File: src/rtl/mbrtu_pkg.sv
// ----------------------------------------------------------------------------
// Modbus RTU framer package
// Shared transaction types, request type codes, link state codes and CRC step.
// ----------------------------------------------------------------------------
package mbrtu_pkg;

    localparam int FRAME_BYTES_DEF = 256;
    localparam logic [15:0] GAP_TICKS_RESET = 16'd4000;

    // Request type codes on the input transaction.
    localparam logic [2:0] REQ_RX_BYTE  = 3'd0;
    localparam logic [2:0] REQ_TICK     = 3'd1;
    localparam logic [2:0] REQ_TX_DONE  = 3'd2;
    localparam logic [2:0] REQ_BUF_RD   = 3'd3;
    localparam logic [2:0] REQ_BUF_WR   = 3'd4;
    localparam logic [2:0] REQ_SEND     = 3'd5;
    localparam logic [2:0] REQ_NO_REPLY = 3'd6;
    localparam logic [2:0] REQ_UNUSED   = 3'd7;

    // Link state codes reported in every result.
    localparam logic [3:0] LS_IDLE  = 4'd0;
    localparam logic [3:0] LS_RECV  = 4'd1;
    localparam logic [3:0] LS_LONG  = 4'd2;
    localparam logic [3:0] LS_LERR  = 4'd3;
    localparam logic [3:0] LS_READY = 4'd4;
    localparam logic [3:0] LS_PAUSE = 4'd5;
    localparam logic [3:0] LS_DATA  = 4'd6;
    localparam logic [3:0] LS_CRCL  = 4'd7;
    localparam logic [3:0] LS_CRCH  = 4'd8;

    typedef struct packed {
        logic [2:0] req_type;
        logic [7:0] data;
        logic       line_error;
        logic [8:0] index;
        logic [8:0] length;
    } mbrtu_in_t;

    typedef struct packed {
        logic [3:0] link_state;
        logic       tx_valid;
        logic [7:0] tx_byte;
        logic       driver_enable;
        logic       rx_enabled;
        logic       frame_ready;
        logic [7:0] frame_length;
        logic [7:0] read_data;
    } mbrtu_out_t;

    typedef enum logic [2:0] {
        OP_RX,
        OP_TICK,
        OP_TX_DONE,
        OP_BUF_RD,
        OP_BUF_WR,
        OP_SEND,
        OP_NO_REPLY,
        OP_NONE
    } mbrtu_op_t;

    typedef struct packed {
        mbrtu_op_t  op;
        logic [7:0] data;
        logic       line_error;
        logic [8:0] index;
        logic [8:0] length;
    } mbrtu_cmd_t;

    // One byte of CRC-16/MODBUS, reflected polynomial 0xA001.
    function automatic logic [15:0] crc16_byte(input logic [15:0] crc_in,
                                               input logic [7:0] byte_in);
        logic [15:0] c;
        c = crc_in ^ {8'h00, byte_in};
        for (int b = 0; b < 8; b++)
        begin
            if (c[0])
                c = (c >> 1) ^ 16'hA001;
            else
                c = c >> 1;
        end
        return c;
    endfunction

endpackage

File: src/rtl/mbrtu_front.sv
// ----------------------------------------------------------------------------
// Modbus RTU framer front end
// Accepts input transactions, decodes the request type and queues them.
// ----------------------------------------------------------------------------
module mbrtu_front
    import mbrtu_pkg::*;
(
    input  logic       clk,
    input  logic       rst_n,
    input  logic       in_valid,
    output logic       in_ready,
    input  mbrtu_in_t  in_data,
    output logic       q_valid,
    input  logic       q_pop,
    output mbrtu_cmd_t q_item
);

    mbrtu_cmd_t slot_reg [2];
    logic       wr_ptr_reg;
    logic       rd_ptr_reg;
    logic [1:0] count_reg;
    mbrtu_cmd_t cmd;
    logic       push;
    logic       pop;

    always_comb
    begin
        cmd.data       = in_data.data;
        cmd.line_error = in_data.line_error;
        cmd.index      = in_data.index;
        cmd.length     = in_data.length;
        unique case (in_data.req_type)
            REQ_RX_BYTE:  cmd.op = OP_RX;
            REQ_TICK:     cmd.op = OP_TICK;
            REQ_TX_DONE:  cmd.op = OP_TX_DONE;
            REQ_BUF_RD:   cmd.op = OP_BUF_RD;
            REQ_BUF_WR:   cmd.op = OP_BUF_WR;
            REQ_SEND:     cmd.op = OP_SEND;
            REQ_NO_REPLY: cmd.op = OP_NO_REPLY;
            REQ_UNUSED:   cmd.op = OP_NONE;
            default:      cmd.op = OP_NONE;
        endcase
    end

    assign in_ready = (count_reg != 2'd2);
    assign push     = in_valid && in_ready;
    assign q_valid  = (count_reg != 2'd0);
    assign pop      = q_pop && q_valid;
    assign q_item   = slot_reg[rd_ptr_reg];

    always_ff @(posedge clk)
    begin
        if (push)
            slot_reg[wr_ptr_reg] <= cmd;
    end

    always_ff @(posedge clk or negedge rst_n)
    begin
        if (!rst_n)
        begin
            wr_ptr_reg <= 1'b0;
            rd_ptr_reg <= 1'b0;
            count_reg  <= 2'd0;
        end
        else
        begin
            if (push)
                wr_ptr_reg <= ~wr_ptr_reg;
            if (pop)
                rd_ptr_reg <= ~rd_ptr_reg;
            count_reg <= count_reg + {1'b0, push} - {1'b0, pop};
        end
    end

endmodule

File: src/rtl/mbrtu_engine.sv
// ----------------------------------------------------------------------------
// Modbus RTU framer engine
// Executes queued requests against the frame store and link state.
// ----------------------------------------------------------------------------
module mbrtu_engine
    import mbrtu_pkg::*;
#(
    parameter int FRAME_BYTES = FRAME_BYTES_DEF
)
(
    input  logic        clk,
    input  logic        rst_n,
    input  logic        q_valid,
    output logic        q_pop,
    input  mbrtu_cmd_t  q_item,
    output logic        out_valid,
    input  logic        out_ready,
    output mbrtu_out_t  out_data,
    input  logic        cfg_wr_en,
    input  logic [15:0] cfg_wr_data
);

    localparam int AW = $clog2(FRAME_BYTES + 1);
    localparam logic [8:0] FB9 = 9'(FRAME_BYTES);

    typedef enum logic [1:0] { S_IDLE, S_FETCH, S_WALK } state_t;

    logic [7:0] mem [FRAME_BYTES + 1];
    logic [7:0] rd_q;
    logic          mem_we;
    logic [AW-1:0] mem_wa;
    logic [7:0]    mem_wd;
    logic [AW-1:0] mem_ra;

    state_t      state_reg, state_next;
    logic [3:0]  mode_reg, mode_next;
    logic [8:0]  bp_reg, bp_next;
    logic [8:0]  cnt_reg, cnt_next;
    logic [15:0] crc_reg, crc_next;
    logic [15:0] gap_cnt_reg, gap_cnt_next;
    logic        gap_run_reg, gap_run_next;
    logic        drv_reg, drv_next;
    logic        rxon_reg, rxon_next;
    logic [15:0] gap_ticks_reg;
    logic        fetch_tx_reg, fetch_tx_next;
    logic        walk_chk_reg, walk_chk_next;
    logic [8:0]  issue_reg, issue_next;
    logic [8:0]  fold_reg, fold_next;
    logic [8:0]  total_reg, total_next;
    logic [8:0]  lim_reg, lim_next;
    logic        pend_reg, pend_next;
    logic [15:0] wcrc_reg, wcrc_next;
    logic [7:0]  lo_reg, lo_next;
    logic [7:0]  hi_reg, hi_next;
    logic        out_valid_reg, out_valid_next;
    mbrtu_out_t  out_reg, out_next;

    logic        slot_free;
    logic        emit;
    logic        r_txv;
    logic [7:0]  r_txb;
    logic        r_rdy;
    logic [7:0]  r_flen;
    logic [7:0]  r_rd;

    assign slot_free = !out_valid_reg || out_ready;
    assign q_pop     = (state_reg == S_IDLE) && q_valid && slot_free;
    assign out_valid = out_valid_reg;
    assign out_data  = out_reg;

    always_comb
    begin
        state_next     = state_reg;
        mode_next      = mode_reg;
        bp_next        = bp_reg;
        cnt_next       = cnt_reg;
        crc_next       = crc_reg;
        gap_cnt_next   = gap_cnt_reg;
        gap_run_next   = gap_run_reg;
        drv_next       = drv_reg;
        rxon_next      = rxon_reg;
        fetch_tx_next  = fetch_tx_reg;
        walk_chk_next  = walk_chk_reg;
        issue_next     = issue_reg;
        fold_next      = fold_reg;
        total_next     = total_reg;
        lim_next       = lim_reg;
        pend_next      = 1'b0;
        wcrc_next      = wcrc_reg;
        lo_next        = lo_reg;
        hi_next        = hi_reg;
        out_valid_next = out_valid_reg && !out_ready;
        out_next       = out_reg;
        emit   = 1'b0;
        r_txv  = 1'b0;
        r_txb  = 8'd0;
        r_rdy  = 1'b0;
        r_flen = 8'd0;
        r_rd   = 8'd0;
        mem_we = 1'b0;
        mem_wa = '0;
        mem_wd = q_item.data;
        mem_ra = bp_reg[AW-1:0];

        unique case (state_reg)
            S_IDLE:
            begin
                if (q_pop)
                begin
                    unique case (q_item.op)
                        OP_RX:
                        begin
                            emit = 1'b1;
                            if (rxon_reg)
                            begin
                                if (mode_reg == LS_IDLE || mode_reg == LS_RECV)
                                begin
                                    gap_cnt_next = gap_ticks_reg;
                                    gap_run_next = 1'b1;
                                end
                                if (q_item.line_error)
                                    mode_next = LS_LERR;
                                else if (mode_reg == LS_IDLE)
                                begin
                                    mem_we    = 1'b1;
                                    mem_wa    = '0;
                                    bp_next   = 9'd1;
                                    mode_next = LS_RECV;
                                end
                                else if (mode_reg == LS_RECV)
                                begin
                                    if (bp_reg <= FB9)
                                    begin
                                        mem_we = 1'b1;
                                        mem_wa = bp_reg[AW-1:0];
                                    end
                                    bp_next = bp_reg + 9'd1;
                                    if (bp_next > FB9)
                                        mode_next = LS_LONG;
                                end
                            end
                        end
                        OP_TICK:
                        begin
                            emit = 1'b1;
                            if (gap_run_reg)
                            begin
                                if (gap_cnt_reg > 16'd1)
                                    gap_cnt_next = gap_cnt_reg - 16'd1;
                                else
                                begin
                                    gap_cnt_next = 16'd0;
                                    gap_run_next = 1'b0;
                                    if (mode_reg == LS_RECV)
                                    begin
                                        mode_next = LS_IDLE;
                                        if (bp_reg >= 9'd3 && bp_reg <= FB9)
                                        begin
                                            // Run the CRC over the payload and pick
                                            // up the two trailer bytes.
                                            emit          = 1'b0;
                                            mode_next     = LS_RECV;
                                            state_next    = S_WALK;
                                            walk_chk_next = 1'b1;
                                            issue_next    = 9'd0;
                                            fold_next     = 9'd0;
                                            total_next    = bp_reg;
                                            lim_next      = bp_reg - 9'd2;
                                            wcrc_next     = 16'hFFFF;
                                        end
                                    end
                                    else if (mode_reg == LS_LONG || mode_reg == LS_LERR)
                                        mode_next = LS_IDLE;
                                    else if (mode_reg == LS_PAUSE)
                                    begin
                                        emit          = 1'b0;
                                        drv_next      = 1'b1;
                                        mode_next     = LS_DATA;
                                        mem_ra        = bp_reg[AW-1:0];
                                        bp_next       = bp_reg + 9'd1;
                                        fetch_tx_next = 1'b1;
                                        state_next    = S_FETCH;
                                    end
                                end
                            end
                        end
                        OP_TX_DONE:
                        begin
                            emit = 1'b1;
                            if (mode_reg == LS_DATA)
                            begin
                                if (bp_reg == cnt_reg)
                                begin
                                    mode_next = LS_CRCL;
                                    r_txv     = 1'b1;
                                    r_txb     = crc_reg[7:0];
                                end
                                else
                                begin
                                    emit          = 1'b0;
                                    mem_ra        = bp_reg[AW-1:0];
                                    bp_next       = bp_reg + 9'd1;
                                    fetch_tx_next = 1'b1;
                                    state_next    = S_FETCH;
                                end
                            end
                            else if (mode_reg == LS_CRCL)
                            begin
                                mode_next = LS_CRCH;
                                r_txv     = 1'b1;
                                r_txb     = crc_reg[15:8];
                            end
                            else
                            begin
                                mode_next = LS_IDLE;
                                drv_next  = 1'b0;
                                rxon_next = 1'b1;
                            end
                        end
                        OP_BUF_RD:
                        begin
                            if (q_item.index <= FB9)
                            begin
                                mem_ra        = q_item.index[AW-1:0];
                                fetch_tx_next = 1'b0;
                                state_next    = S_FETCH;
                            end
                            else
                                emit = 1'b1;
                        end
                        OP_BUF_WR:
                        begin
                            emit = 1'b1;
                            if (q_item.index <= FB9)
                            begin
                                mem_we = 1'b1;
                                mem_wa = q_item.index[AW-1:0];
                            end
                        end
                        OP_SEND:
                        begin
                            if (q_item.length == 9'd0 || q_item.length > FB9 ||
                                mode_reg != LS_READY)
                                emit = 1'b1;
                            else
                            begin
                                rxon_next     = 1'b0;
                                mode_next     = LS_PAUSE;
                                bp_next       = 9'd0;
                                cnt_next      = q_item.length;
                                gap_cnt_next  = gap_ticks_reg;
                                gap_run_next  = 1'b1;
                                state_next    = S_WALK;
                                walk_chk_next = 1'b0;
                                issue_next    = 9'd0;
                                fold_next     = 9'd0;
                                total_next    = q_item.length;
                                lim_next      = q_item.length;
                                wcrc_next     = 16'hFFFF;
                            end
                        end
                        OP_NO_REPLY:
                        begin
                            emit = 1'b1;
                            if (mode_reg == LS_READY)
                                mode_next = LS_IDLE;
                        end
                        OP_NONE:
                            emit = 1'b1;
                        default:
                            emit = 1'b1;
                    endcase
                end
            end
            S_FETCH:
            begin
                emit       = 1'b1;
                state_next = S_IDLE;
                if (fetch_tx_reg)
                begin
                    r_txv = 1'b1;
                    r_txb = rd_q;
                end
                else
                    r_rd = rd_q;
            end
            S_WALK:
            begin
                mem_ra = issue_reg[AW-1:0];
                if (issue_reg < total_reg)
                begin
                    issue_next = issue_reg + 9'd1;
                    pend_next  = 1'b1;
                end
                if (pend_reg)
                begin
                    if (fold_reg < lim_reg)
                        wcrc_next = crc16_byte(wcrc_reg, rd_q);
                    else if (fold_reg == lim_reg)
                        lo_next = rd_q;
                    else
                        hi_next = rd_q;
                    fold_next = fold_reg + 9'd1;
                end
                if (!pend_reg && fold_reg == total_reg)
                begin
                    pend_next  = 1'b0;
                    issue_next = issue_reg;
                    emit       = 1'b1;
                    state_next = S_IDLE;
                    if (walk_chk_reg)
                    begin
                        if ({hi_reg, lo_reg} == wcrc_reg)
                        begin
                            mode_next = LS_READY;
                            r_rdy     = 1'b1;
                            r_flen    = lim_reg[7:0];
                        end
                        else
                            mode_next = LS_IDLE;
                    end
                    else
                        crc_next = wcrc_reg;
                end
            end
            default:
                state_next = S_IDLE;
        endcase

        if (emit)
        begin
            out_valid_next         = 1'b1;
            out_next.link_state    = mode_next;
            out_next.tx_valid      = r_txv;
            out_next.tx_byte       = r_txb;
            out_next.driver_enable = drv_next;
            out_next.rx_enabled    = rxon_next;
            out_next.frame_ready   = r_rdy;
            out_next.frame_length  = r_flen;
            out_next.read_data     = r_rd;
        end
    end

    always_ff @(posedge clk)
    begin
        if (mem_we)
            mem[mem_wa] <= mem_wd;
        rd_q <= mem[mem_ra];
    end

    always_ff @(posedge clk or negedge rst_n)
    begin
        if (!rst_n)
        begin
            state_reg     <= S_IDLE;
            mode_reg      <= LS_IDLE;
            bp_reg        <= 9'd0;
            cnt_reg       <= 9'd0;
            crc_reg       <= 16'd0;
            gap_cnt_reg   <= 16'd0;
            gap_run_reg   <= 1'b0;
            drv_reg       <= 1'b0;
            rxon_reg      <= 1'b1;
            gap_ticks_reg <= GAP_TICKS_RESET;
            fetch_tx_reg  <= 1'b0;
            walk_chk_reg  <= 1'b0;
            issue_reg     <= 9'd0;
            fold_reg      <= 9'd0;
            total_reg     <= 9'd0;
            lim_reg       <= 9'd0;
            pend_reg      <= 1'b0;
            wcrc_reg      <= 16'd0;
            lo_reg        <= 8'd0;
            hi_reg        <= 8'd0;
            out_valid_reg <= 1'b0;
            out_reg       <= '0;
        end
        else
        begin
            state_reg     <= state_next;
            mode_reg      <= mode_next;
            bp_reg        <= bp_next;
            cnt_reg       <= cnt_next;
            crc_reg       <= crc_next;
            gap_cnt_reg   <= gap_cnt_next;
            gap_run_reg   <= gap_run_next;
            drv_reg       <= drv_next;
            rxon_reg      <= rxon_next;
            fetch_tx_reg  <= fetch_tx_next;
            walk_chk_reg  <= walk_chk_next;
            issue_reg     <= issue_next;
            fold_reg      <= fold_next;
            total_reg     <= total_next;
            lim_reg       <= lim_next;
            pend_reg      <= pend_next;
            wcrc_reg      <= wcrc_next;
            lo_reg        <= lo_next;
            hi_reg        <= hi_next;
            out_valid_reg <= out_valid_next;
            out_reg       <= out_next;
            if (cfg_wr_en)
                gap_ticks_reg <= cfg_wr_data;
        end
    end

endmodule

File: src/rtl/modbus_rtu_serial_framer_core.sv
// Most transactions produce their result through the output register after leaving the queue;
// buffer reads and reply bytes from the store pass through the registered store read first.
// Gap expiry on a frame and a reply start walk the store, one byte per cycle through the
// single store read port. Throughput is one item per cycle for the short requests while the
// output is accepted. Reset (rst_n, asynchronous, active low) clears link state,
// timers and queues; the frame store is not cleared.
// ----------------------------------------------------------------------------
// Modbus RTU serial framer core
// Frame receive, gap timing, CRC check and reply transmit sequencing.
// ----------------------------------------------------------------------------
module modbus_rtu_serial_framer_core
    import mbrtu_pkg::*;
#(
    parameter int FRAME_BYTES = FRAME_BYTES_DEF
)
(
    input  logic        clk,
    input  logic        rst_n,
    input  logic        in_valid,
    output logic        in_ready,
    input  mbrtu_in_t   in_data,
    output logic        out_valid,
    input  logic        out_ready,
    output mbrtu_out_t  out_data,
    input  logic        cfg_wr_en,
    input  logic [15:0] cfg_wr_data
);

    // The front end decodes each transaction and holds up to two of them, so the
    // upstream side keeps moving while the engine is busy walking the store.
    logic       q_valid;
    logic       q_pop;
    mbrtu_cmd_t q_item;

    mbrtu_front u_front (
        .clk      (clk),
        .rst_n    (rst_n),
        .in_valid (in_valid),
        .in_ready (in_ready),
        .in_data  (in_data),
        .q_valid  (q_valid),
        .q_pop    (q_pop),
        .q_item   (q_item)
    );

    // The engine owns the frame store, the gap timer and the link state, and it
    // delivers exactly one result transaction per request through its output register.
    mbrtu_engine #(
        .FRAME_BYTES (FRAME_BYTES)
    ) u_engine (
        .clk         (clk),
        .rst_n       (rst_n),
        .q_valid     (q_valid),
        .q_pop       (q_pop),
        .q_item      (q_item),
        .out_valid   (out_valid),
        .out_ready   (out_ready),
        .out_data    (out_data),
        .cfg_wr_en   (cfg_wr_en),
        .cfg_wr_data (cfg_wr_data)
    );

endmodule
File: config.mk
export PLATFORM = sky130hd
export DESIGN_NAME = modbus_rtu_serial_framer_core
export DESIGN_NICKNAME = d
export VERILOG_FILES = /design/src/rtl/mbrtu_pkg.sv /design/src/rtl/mbrtu_front.sv /design/src/rtl/mbrtu_engine.sv /design/src/rtl/modbus_rtu_serial_framer_core.sv
export SDC_FILE = /design/constraint.sdc
export NUM_CORES = 2
export LEC_CHECK = 0
export ABC_AREA = 1
export BUFFER_PORTS_ARGS = -buffer_cell sky130_fd_sc_hd__clkbuf_2
export CORE_ASPECT_RATIO = 1.4
export CORE_MARGIN = 4
export CORE_UTILIZATION = 60
export DETAILED_ROUTE_END_ITERATION = 12
export GPL_ROUTABILITY_DRIVEN = 0
export HOLD_SLACK_MARGIN = 0.03
export PLACE_DENSITY = 0.74
export RECOVER_POWER = 25
export SYNTH_ARGS = -nofsm -noshare
export SYNTH_HDL_FRONTEND = slang
export SYNTH_HIERARCHICAL = 1
export SYNTH_SLANG_ARGS = --single-unit
File: constraint.sdc
create_clock -name clk -period 9.27 [get_ports clk]
set_input_delay 0.4635 -clock clk [delete_from_list [all_inputs] [get_ports clk]]
set_output_delay 0.4635 -clock clk [all_outputs]
set_load 0.02 [all_outputs]
==> out/qor.csv <==
metric;value;unit
syn_nets;8520;
WL/cell;24.7;um
largest cells by area after synthesis;edfxtp_1 66%, nand3_1 12%, nand2_1 8.7%, dfrtp_1 4.6%, buf_2 1.9%;
share of cells above drive strength 1;0.0563;
Buffers on Ports;84;
max reg flops;2056;
switching share of power;0.437;
minimum clock period;7.08;ns
CTS tree;built;
Hold Fails Final Rpt;0;
leakage power;37.1;nW
Netlist cell types;58;
Hold WC Path Type;input port to register;
Synth Cell Area;96100;sq um
die area;167000;sq um
largest net degree at the start of global routing;234;
final wirelength;262000;um
Overall Power;0.0392;W
Pint;0.0220;W
sequential cell area;68300;sq um
Filler Cells Inserted;11500;
post-place instance area;97800;sq um
MaxCap Viol Count;19;
Root Buffer;clkbuf_16;
Layout Area Growth over Synthesis;8.67;%
Post-synth ARST share;0.0789;
antenna viol nets, final;0;
Clock Latency Late Sink;0.84;ns
Setup TNS Final;0;ns
die height;482;um
outcome;complete, but fails checks;
H-tree levels;4;
kind of critical path;register to register;
vias in the first global route;65100;
gr usage total;0.309;
Core Util, Final;0.657;
num ports;85;
Max Root-Sink Buffers;3;
Synth area leader;edfxtp_1;
initial antenna violation count;5;
Num CTS Buffers;199;
Peak supply drop;0.000402;V
Worst Path Required;10.03;ns
Worst-path clk slew;0.06;ns
initial core utilization;0.604;
Gate power share;0.446;
first-pass GRT wire length;393000;um
dominant synthesized flop cell;edfxtp_1;
core area;159000;sq um
FMAX;141;MHz
Clk pwr share;0.210;
clock skew;0.0236;ns
number of flops mapped to enable cells by yosys;2116;
via count;66900;
Setup WS post-layout;2.19;ns
sequential share of power;0.344;
Sw Pwr;0.0171;W
violated checks;design-rule violations, max-capacitance violations, max-slew violations;
syn avg cell area;11.4;sq um
DRC viols;3;
DP HPWL;148000;um
setup violators final;0;
die width;346;um
crit-path max FO;123;
sequential area share after synthesis;0.710;
TritonRoute pass-1 iters;11;
final instance area;104000;sq um
Via density;6.32;
Slew HR;-2.78;
clock sink count;2306;
Rows;173;
area of the multi-input gates;24800;sq um
pre-CTS WS;3.20;ns
actual slew at the worst max-slew pin;5.67;ns
RSZ-0062 raised after global routing;false;
most frequent cell after synthesis;nand3_1;
DRT iter0 DRCs;8691;
area share of the largest cell type after synthesis;0.661;
cts repair resizes;0;
Syn Inst Count;8441;
#FFs+latches synth;2306;
Slew Viols, Final;1212;
P per Cell Area;375;nW/um^2
Ys Warns;6;
critical path startpoint category;register;
Setup crit end kind;register;
Tcrit/Tclk final;0.764;
Arrival @ worst endpoint;7.84;ns
synth cell count leaders;2320 x nand3_1, 2236 x nand2_1, 2116 x edfxtp_1;
total congestion overflow;0;
final net count;8402;
## layer usage
metal / share of wire / vias to the layer above / global-route usage / wire length (um)
met5: 0 / - / 0 / 0
met4: 0.068 / 0 / 0.190 / 17900
met3: 0.098 / 907 / 0.0574 / 25800
met2: 0.49 / 4030 / 0.513 / 128000
met1: 0.35 / 32400 / 0.379 / 90400
li1: - / 29600 / - / -
## cells by family (layout without fill, tap and decap cells)
group           Yosys count  after routing  share of synthesized area
mux                       6              6                   0.000690
buf+inv                 735            784                     0.0337
xor+xnor                 54             54                    0.00492
other cells               0              6                          0
simple gates           5012           5012                      0.229
flops                  2306           2306                      0.710
fa+ha+maj                28             28                    0.00364
compound gates          300            300                     0.0176
## cell type report
type,instances,share of cell area
inverters,198,0.00728
clock buffers,257,0.0510
multi-input cells,5400,0.237
flip-flops and latches,2306,0.653
repair buffers,218,0.0160
well taps,2100,0.0252
clock inverters,111,0.00994
diodes,6,0.000144
## critical path, cell delays in order, from the launching register on
cell and delay (ns):
dfrtp_1 0.58, nor2_2 0.15, clkbuf_1 0.51, nand2_1 0.58, inv_1 0.64, nand3_2 0.24, nand2_8 0.38, nand2_8 0.63
inv_8 0.83, buf_4 0.59, nand2_1 0.09, nand3_1 0.09, nand3_1 0.09, nand3_1 0.15, nand3_1 0.13, nand3_1 0.19
nand3_1 0.18, nand3_1 0.42, nand3_1 0.15, nand2_1 0.08
## per-stage QoR
stage / instances / hold slack [ns]
floorplan: 8441 / 0.168
global placement: 10200 / 0.454
detailed placement: 10200 / 0.462
CTS: 10600 / 0.0913
global route: 10600 / 0.166
finish: 10600 / 0.146
## power groups by stage
| stage | logic [W] | clock network, W | registers [W] |
|---|---|---|---|
| after floorplan | 0.0114 | 0 | 0.0139 |
| after global placement | 0.0167 | 0 | 0.0136 |
| after detailed placement | 0.0170 | 0 | 0.0136 |
| after CTS | 0.0171 | 0.00829 | 0.0134 |
| after global routing | 0.0187 | 0.00875 | 0.0135 |
| final | 0.0175 | 0.00822 | 0.0135 |
## cells in the final DEF, fill, tap and decap left out, drive strengths merged, types with 2 or more instances in the layout
cell            n
o221ai         14
or2            12
dfxtp           8
a21oi          48
o21bai          3
a21boi          3
nor4           10
ha             28
nor3b           3
dfstp           7
nand3b          2
nand3        2322
bufinv         18
mux2            5
o211ai         11
diode           6
nor3           29
nor2          367
a22oi          12
dlygate4sd3    49
o21ai         178
edfxtp       2116
inv           203
clkinv         79
clkbuf        352
clkinvlp        9
o2111ai         2
o22ai          17
nand2        2247
nand4          18
buf            74
dfrtp         175
xnor2          21
xor2           33
a31oi           7
## timing repair
action,in CTS,in global routing
hold endpoints to repair,183,0
setup buffers,0,0
hold buffers,49,0
## path summary, 6_finish.rpt
path	startpoint	end	slack, ns	depth (start not counted)
max reg2reg	u_engine/state_reg[0]	u_engine/rd_q[1]	2.19	19
min	cfg_wr_en	u_engine/gap_ticks_reg[5]	0.15	3
min reg2reg	u_engine/out_data[16]	u_engine/out_data[16]	0.47	2
max	u_engine/state_reg[0]	u_engine/rd_q[1]	2.19	19
max in group asynchronous	rst_n	u_engine/gap_cnt_reg[0]	3.02	3
min in group asynchronous	rst_n	u_engine/crc_reg[1]	2.30	2
Power figures use the tool's default switching activity.
